<file path="config.mk">
export PLATFORM = sky130hd
export DESIGN_NAME = bmf_divider
export DESIGN_NICKNAME = d
export VERILOG_FILES = /design/src/rtl/bmf_pkg.sv /design/src/rtl/bmf_divider.sv
export SDC_FILE = /design/constraint.sdc
export NUM_CORES = 1
export LEC_CHECK = 0
export BUFFER_PORTS_ARGS = -buffer_cell sky130_fd_sc_hd__buf_2
export CORE_MARGIN = 1.5
export CORE_UTILIZATION = 63
export CTS_CLUSTER_SIZE = 40
export DETAILED_ROUTE_END_ITERATION = 8
export PLACE_DENSITY = 0.85
export SYNTH_ARGS = -nofsm -noshare
export SYNTH_HDL_FRONTEND = slang
export SYNTH_SLANG_ARGS = --single-unit
</file>
<file path="constraint.sdc">
create_clock -name aclk -period 5 [get_ports aclk]
set_clock_uncertainty 0.1 [all_clocks]
set_input_delay 0.25 -clock aclk [delete_from_list [all_inputs] [get_ports aclk]]
set_output_delay 0.25 -clock aclk [all_outputs]
set_load 0.02 [all_outputs]
</file>
<file path="src/rtl/bmf_pkg.sv">
// ============================================================================
// bmf_pkg
// Shared types and constants of the box mean filter: request payloads,
// configuration register indexes and their reset values.
// ============================================================================
`default_nettype none

package bmf_pkg;

    localparam int PIXEL_W     = 8;
    localparam int CFG_INDEX_W = 2;
    localparam int CFG_DATA_W  = 11;

    typedef enum logic [CFG_INDEX_W-1:0] {
        CFG_IMAGE_WIDTH  = 2'd0,
        CFG_IMAGE_HEIGHT = 2'd1,
        CFG_WINDOW_SIZE  = 2'd2
    } cfg_index_t;

    localparam logic [CFG_DATA_W-1:0] RESET_IMAGE_WIDTH  = 11'd640;
    localparam logic [CFG_DATA_W-1:0] RESET_IMAGE_HEIGHT = 11'd480;
    localparam logic [3:0]            RESET_WINDOW_SIZE  = 4'd5;

    typedef struct packed {
        logic [PIXEL_W-1:0] blue_in;
        logic [PIXEL_W-1:0] green_in;
        logic [PIXEL_W-1:0] red_in;
        logic               flush;
    } bmf_in_t;

    typedef struct packed {
        logic [PIXEL_W-1:0] blue_out;
        logic [PIXEL_W-1:0] green_out;
        logic [PIXEL_W-1:0] red_out;
        logic               frame_last;
    } bmf_out_t;

endpackage

`default_nettype wire

</file>
<file path="src/rtl/bmf_divider.sv">
// ============================================================================
// bmf_divider
// Three-channel restoring divider: one quotient bit per cycle.
// The quotient is known to fit in one pixel.
// ============================================================================
`default_nettype none

module bmf_divider #(
    parameter int SUM_W = 16,
    parameter int DIV_W = 8
) (
    input  wire logic                                  aclk,
    input  wire logic                                  aresetn,
    input  wire logic                                  start,
    input  wire logic [2:0][SUM_W-1:0]                 dividend,
    input  wire logic [DIV_W-1:0]                      divisor,
    output logic                                       done,
    output logic [2:0][bmf_pkg::PIXEL_W-1:0]           quotient
);

    localparam int STEPS  = bmf_pkg::PIXEL_W;
    localparam int STEP_W = $clog2(STEPS);
    localparam int CMP_W  = DIV_W + STEPS;

    logic [2:0][CMP_W-1:0]            rem_reg;
    logic [2:0][CMP_W-1:0]            rem_next;
    logic [CMP_W-1:0]                 dvs_reg;
    logic [2:0][bmf_pkg::PIXEL_W-1:0] quot_reg;
    logic [2:0]                       bit_next;
    logic [STEP_W-1:0]                step_reg;
    logic                             busy_reg;
    logic                             done_reg;

    // compare and subtract the shifted divisor on every channel
    always_comb begin
        for (int ch = 0; ch < 3; ch++) begin
            if (rem_reg[ch] >= dvs_reg) begin
                rem_next[ch] = rem_reg[ch] - dvs_reg;
                bit_next[ch] = 1'b1;
            end else begin
                rem_next[ch] = rem_reg[ch];
                bit_next[ch] = 1'b0;
            end
        end
    end

    always_ff @(posedge aclk) begin
        if (!aresetn) begin
            busy_reg <= 1'b0;
            done_reg <= 1'b0;
            step_reg <= '0;
        end else begin
            done_reg <= !start && busy_reg && (step_reg == STEP_W'(STEPS - 1));
            if (start) begin
                busy_reg <= 1'b1;
                step_reg <= '0;
            end else if (busy_reg) begin
                step_reg <= step_reg + STEP_W'(1);
                if (step_reg == STEP_W'(STEPS - 1)) begin
                    busy_reg <= 1'b0;
                end
            end
        end
    end

    always_ff @(posedge aclk) begin
        if (start) begin
            for (int ch = 0; ch < 3; ch++) begin
                rem_reg[ch] <= CMP_W'(dividend[ch]);
            end
            dvs_reg <= CMP_W'(divisor) << (STEPS - 1);
        end else if (busy_reg) begin
            rem_reg <= rem_next;
            dvs_reg <= dvs_reg >> 1;
            for (int ch = 0; ch < 3; ch++) begin
                quot_reg[ch] <= {quot_reg[ch][bmf_pkg::PIXEL_W-2:0], bit_next[ch]};
            end
        end
    end

    assign done     = done_reg;
    assign quotient = quot_reg;

endmodule

`default_nettype wire

</file>
==> results.yml, run 1 <==
outcome:
  status: "finished clean"
setup_path:
  start_kind: "flip-flop"
  path_max_fanout: 16
  end_kind: "flip-flop"
  path_class: "reg2reg"
  crit_top_cell: "inv_1"
  cpMaxStageDelayCell: "a21o_1"
  max_stage_delay_ps: 450
  cp.required_ps: 4920
  cp_data_arrival_time_ps: 3110
  crit_path_cell_trace: "inv_1, ha_1, inv_1, fa_1, a211oi_1, o21bai_1, a21oi_1, o22ai_1, a2bb2oi_1, a21o_1"
clock_network:
  clk_pin_slew_worst_paths_ps: 110
  cts_tree: "built"
  clk_latency_ps: 370
  ctsResizeCount: 0
  numCtsBuffers: 9
  cts_root_buffer: "clkbuf_8"
  ctsHoldBuffers: 0
  cts_buffer_depth: 2
  htreeDepth: 3
  postCtsSetupBuffers: 0
  clock-sinks: 92
pwr:
  p_seq_share_pct: 35.6
  p_switching_mw: 1.21
  pwr-share-comb_pct: 46.6
  intPower_mw: 1.89
  p_leak_nw: 2.77
  switching_share_pct: 39.0
  powerDensity_nw_per_um2: 470
  vdd_drop_max_v: 0.000237
  clockPowerShare_pct: 17.8
  finalPower_mw: 3.10
route:
  num_vias: 4908
  via_per_inst: 6.32
  route.detailed.drc: 0
  first_pass_iters: 5
  wl_per_cell_um: 17.9
  ant_nets: 0
  wl_um: 13900
  first_iter_violations: 268
yosys:
  synthCells: 583
  synthDistinctLibCells: 60
  postSynth.asyncResetShare_pct: 0
  yosysTopAreaCellShare_pct: 40.9
  synth.ff_latch_count: 92
  synth_fp_nets: 692
  yosys_warnings: 0
  syn_area_per_cell_sq_um: 10.1
  synth_edf_count: 80
  yosysTopAreaCell: "edfxtp_1"
  synthTopCellsByArea: "edfxtp_1, ha_1, o21ai_0"
  yosysSeqAreaShare_pct: 45.0
  synth_area_sq_um: 5880
  synthFlopType: "edfxtp_1"
floorplanning:
  io_pins: 84
  die_x_um: 99.6
  start_util_pct: 64.2
  rows: 35
  coreArea_sq_um: 9150
  dieArea_sq_um: 9920
  die_h_um: 99.6
global_routing:
  grt_pass1_wl_um: 22500
  grt_max_degree: 76
  antenna_found_initial: 0
  overflow: 0
  grt_pass1_vias: 4784
  grt.total_usage_pct: 29.0
finish:
  fin_nets: 770
  drive_gt1_share_pct: 18.3
  post-route-util_pct: 72.1
  layout_common_cells: "buf_2, edfxtp_1, nand2_1"
  final_common_cell: "buf_2"
  largest_register_ffs: 48
  antenna_cells: 0
  area_growth_pct: 12.3
sta:
  setup_tns_ps: 0
  fmax_mhz: 314
  finalCriticalPeriod_ps: 3190
  setup_viol_count_final: 0
  hold_viol: 0
  finalMaxSlewViolations: 0
  layout_setup_ws_ps: 1810
  worst_pin_slew_ps: 720
  slew-limit-headroom_pct: 52.0
  post-route-period-util_pct: 63.8
  holdWs_ps: 34.0
  grt_setup_unrepaired: "false"
place:
  portBuffers: 83
  dp_hpwl_um: 10200
  gp_congestion: 0.930
  dp_slack_ps: 1860
run:
  drv_cap: 0
hold_path:
  hp-class: "in2reg"
==> critical path: cells and delay by family (launching register included) <==
family,cells,cell delay [ps]
AO/OA/AOI/OAI,6,1620
adder cells (fa/ha/maj),2,600
buffers and inverters,2,140
flip-flops,1,380
==> cell usage after synthesis (all sizes together), types with 4 or more instances <==
cell / number
a211oi: 11
a21o: 20
a21oi: 32
a22o: 7
a31oi: 5
and2: 4
and3: 9
buf: 7
clkbuf: 12
dfxtp: 12
edfxtp: 80
ha: 47
inv: 29
mux2: 4
mux2i: 11
nand2: 66
nand2b: 6
nand4: 5
nor2: 38
nor2b: 7
nor3: 6
nor4: 8
o211ai: 5
o21a: 8
o21ai: 56
o21bai: 4
o31ai: 6
or2: 5
or3: 5
xnor2: 16
xor2: 12
==> cell families after synthesis <==
| logic type | count (synthesis) | synth area share [%] |
|---|---|---|
| DFF | 92 | 45.0 |
| buffers and inverters | 48 | 3.11 |
| adders and majority gates | 50 | 11.0 |
| muxes | 15 | 2.64 |
| xor gates and xnor gates | 28 | 4.17 |
| AOI/OAI and AO/OA | 183 | 20.5 |
| and+or+nand+nor | 167 | 13.5 |
==> through the flow <==
step,std cells,area [sq um]
CTS,777,6600
finish,777,6600
detailed placement,761,6380
global placement,761,6380
global route,777,6600
floorplan,583,5880
==> final cells by class <==
type / count / area (sq um)
Timing Repair Buffer: 86 / 440
Tap cell: 111 / 139
Clock buffer: 9 / 124
Inverter: 29 / 109
Fill cell: 666 / 2550
Clock inverter: 7 / 90.1
Sequential cell: 92 / 2640
Multi-Input combinational cell: 443 / 3050
==> worst paths after layout <==
kind | end | slack [ps] | start | depth (start not counted)
worst min-delay path | busy_reg | 30 | aresetn | 2
worst min register to register | quotient[18] | 350 | quotient[17] | 0
worst max register to register | rem_reg[42] | 1810 | rem_reg[32] | 10
worst max-delay path | rem_reg[42] | 1810 | rem_reg[32] | 10
==> routing by layer <==
layer	share of wire (%)	track usage (%)	vias to the layer above	wire length [um]
met5	0	0	-	0
met2	48	49.6	202	6600
met1	44	36.7	2322	6120
met3	5.3	3.65	36	729
met4	3.0	13.8	0	423
li1	-	-	2348	-
==> power by group through the flow <==
stage                     registers, mW  logic, mW  clock network [mW]
after floorplan                    1.11       1.10                   0
after global placement             1.11       1.35                   0
after detailed placement           1.12       1.40                   0
after CTS                          1.10       1.42               0.560
after global routing               1.12       1.61               0.583
final                              1.10       1.45               0.552
Note: power is estimated with default switching activity, not from simulation.
==> run 2, diff against run 1 <==
--- a/config.mk
+++ b/config.mk
@@ -5,12 +5,13 @@
 export SDC_FILE = /design/constraint.sdc
 export NUM_CORES = 1
 export LEC_CHECK = 0
+export ABC_AREA = 1
 export BUFFER_PORTS_ARGS = -buffer_cell sky130_fd_sc_hd__buf_2
 export CORE_MARGIN = 1.5
-export CORE_UTILIZATION = 63
+export CORE_UTILIZATION = 59
 export CTS_CLUSTER_SIZE = 40
 export DETAILED_ROUTE_END_ITERATION = 8
-export PLACE_DENSITY = 0.85
+export PLACE_DENSITY = 0.79
 export SYNTH_ARGS = -nofsm -noshare
 export SYNTH_HDL_FRONTEND = slang
 export SYNTH_SLANG_ARGS = --single-unit
==> constraint.sdc (replaced) <==
create_clock -name aclk -period 3.3 [get_ports aclk]
set_clock_uncertainty 0.1 [all_clocks]
set_input_delay 0.165 -clock aclk [delete_from_list [all_inputs] [get_ports aclk]]
set_output_delay 0.165 -clock aclk [all_outputs]
set_load 0.02 [all_outputs]
==> run 2 against run 1 <==
  * Combinational power is 19% higher
  * Critical path depth stayed put
  * Via count is 24% higher
  * Sequential cell count stayed put
  * Non-clock buffer count is 55 higher
  * Sequential share of layout area is 5.7 points lower
  * First-iteration DRC count is 60% higher
  * Routed wire length is 17% higher
  * Highest routed layer unchanged
  * Critical path type unchanged
  * Fmax is 17% higher
  * Setup slack worse by 1200 ps
  * Global-route usage is 0.78 points higher
  * Utilization is 1.8 points higher
==> results.yml, run 2 <==
setup_path:
  cpMaxStageDelayCell: "nand2_1"
  start_kind: "flip-flop"
  end_kind: "flip-flop"
  crit_path_cell_trace: "inv_1, ha_1, nand2_1, inv_1, a21oi_1, nor2_1, nor2_1, nand3_1, nand2_1, nand2_1"
  crit_top_cell: "nand2_1"
  cp.required_ps: 3130
  max_stage_delay_ps: 470
  path_max_fanout: 16
  path_class: "reg2reg"
  cp_data_arrival_time_ps: 2560
place:
  dp_hpwl_um: 11200
  portBuffers: 83
  gp_congestion: 0.971
  dp_slack_ps: 579
clock_network:
  clock-sinks: 92
  clk_latency_ps: 370
  postCtsSetupBuffers: 0
  cts_root_buffer: "clkbuf_8"
  htreeDepth: 3
  cts_buffer_depth: 2
  cts_tree: "built"
  clk_pin_slew_worst_paths_ps: 110
  numCtsBuffers: 9
pwr:
  p_leak_nw: 4.00
  clockPowerShare_pct: 19.4
  pwr-share-comb_pct: 42.8
  p_seq_share_pct: 37.8
  intPower_mw: 2.39
  p_switching_mw: 1.64
  vdd_drop_max_v: 0.000420
  switching_share_pct: 40.6
  powerDensity_nw_per_um2: 523
sta:
  grt_setup_unrepaired: "false"
  fmax_mhz: 366
  layout_setup_ws_ps: 565
  setup_viol_count_final: 0
  worst_pin_slew_ps: 840
  finalCriticalPeriod_ps: 2740
  setup_tns_ps: 0
  hold_viol: 0
  finalMaxSlewViolations: 0
  slew-limit-headroom_pct: 43.9
  post-route-period-util_pct: 82.9
global_routing:
  grt_use_met3_pct: 4.68
  antenna_found_initial: 0
  grt_max_degree: 54
  overflow: 0
  use_met2_pct: 49.8
  grt_pass1_vias: 5786
  grtUsageMet1_pct: 37.4
  grt_pass1_wl_um: 26500
  busiest_layer: "met2"
  grt.total_usage_pct: 29.8
finish:
  largest_register_ffs: 48
  layout_common_cells: "nand2_1, inv_1, buf_2"
  fin_nets: 1135
  final_common_cell: "nand2_1"
  fill_cells: 847
  antenna_cells: 0
  post-route-util_pct: 73.9
  drive_gt1_share_pct: 11.0
  multi_input_area_sq_um: 3120
  regArea_sq_um: 2640
  area_growth_pct: 20.2
run:
  drv_cap: 0
yosys:
  synthTopCellsByCount: "nand2_1, inv_1, edfxtp_1, nand3_1, ha_1"
  yosysSeqAreaShare_pct: 41.3
  synth_edf_count: 80
  yosys_warnings: 0
  yosysMostFrequentCell: "nand2_1"
  syn_area_per_cell_sq_um: 7.20
  synth_fp_nets: 998
  postSynth.asyncResetShare_pct: 0
  synthFlopType: "edfxtp_1"
  synthCells: 889
  synth_area_sq_um: 6400
  synthTopCellsByArea: "edfxtp_1, nand2_1, ha_1"
  yosysTopAreaCellShare_pct: 37.5
  yosysTopAreaCell: "edfxtp_1"
  synthDistinctLibCells: 26
  synth.ff_latch_count: 92
floorplanning:
  coreArea_sq_um: 10400
  start_util_pct: 61.5
  die_h_um: 107
  rows: 37
  die_x_um: 107
  io_pins: 84
  dieArea_sq_um: 11500
route:
  wl_per_cell_um: 13.9
  ant_nets: 0
  num_vias: 6064
  first_pass_iters: 5
  wl_um: 16300
  via_per_inst: 5.20
  route.detailed.drc: 0
  first_iter_violations: 429
hold_path:
  hp-class: "in2reg"
outcome:
  status: "finished clean"
-- run 2: layer usage --
metal | part of all wire, % | vias to the layer above | wire length (um)
met5 | 0 | - | 0
met4 | 3.9 | 0 | 632
met3 | 6.8 | 51 | 1100
met2 | 46 | 243 | 7540
met1 | 43 | 2665 | 7000
li1 | - | 3105 | -
-- run 2: through the flow --
step	instance area, sq um	cells	total power [mW]	hold slack, ps
after floorplan	6400	889	2.80	190
after global placement	6940	1096	3.15	308
after detailed placement	6940	1096	3.18	311
after CTS	7700	1167	4.00	1.27
after global routing	7700	1167	4.34	41.0
final	7700	1167	4.03	15.8
-- run 2: final timing paths --
check	slack (ps)	startpoint	endpoint	depth (start not counted)
worst max-delay path	560	dvs_reg[10]	rem_reg[35]	10
worst min register to register	350	quotient[1]	quotient[2]	0
worst min-delay path	20	divisor[0]	dvs_reg[7]	3
worst max register to register	560	dvs_reg[10]	rem_reg[35]	10
-- run 2: what timing repair did --
item	4_1_cts	5_1_grt
hold endpoints to repair	59	0
setup endpoints to repair	0	0
gates resized for setup	0	0
hold buffers	55	0
-- run 2: critical path, delay by kind of cell, from the launching register on --
family                     cells  cell delay (ps)
and+or+nand+nor                6              970
DFF                            1              370
adders and majority gates      1              330
buffers and inverters          2              280
AOI/OAI and AO/OA              1              220
-- run 2: final cells by class --
type	instances	area share, %
Clock inverter	7	1.04
Clock buffer	9	1.61
Multi-Input combinational cell	629	40.5
Inverter	153	7.46
Timing Repair Buffer	141	12.8
Sequential cell	92	34.3
Tap cell	136	2.21
-- run 2: cell families after synthesis --
kind of cell	count (synthesis)	share of synthesized area, %
buffers and inverters	168	10.0
DFF	92	41.3
xor gates and xnor gates	6	0.821
AOI/OAI and AO/OA	60	4.81
adders and majority gates	50	10.1
and+or+nand+nor	513	32.9
-- run 2: power by group through the flow --
stage	logic [mW]	clock network (mW)	registers, mW
2_1_floorplan	1.26	0	1.54
3_3_place_gp	1.61	0	1.55
3_5_place_dp	1.63	0	1.55
4_1_cts	1.69	0.787	1.52
5_1_grt	1.98	0.828	1.54
6_report	1.72	0.780	1.52
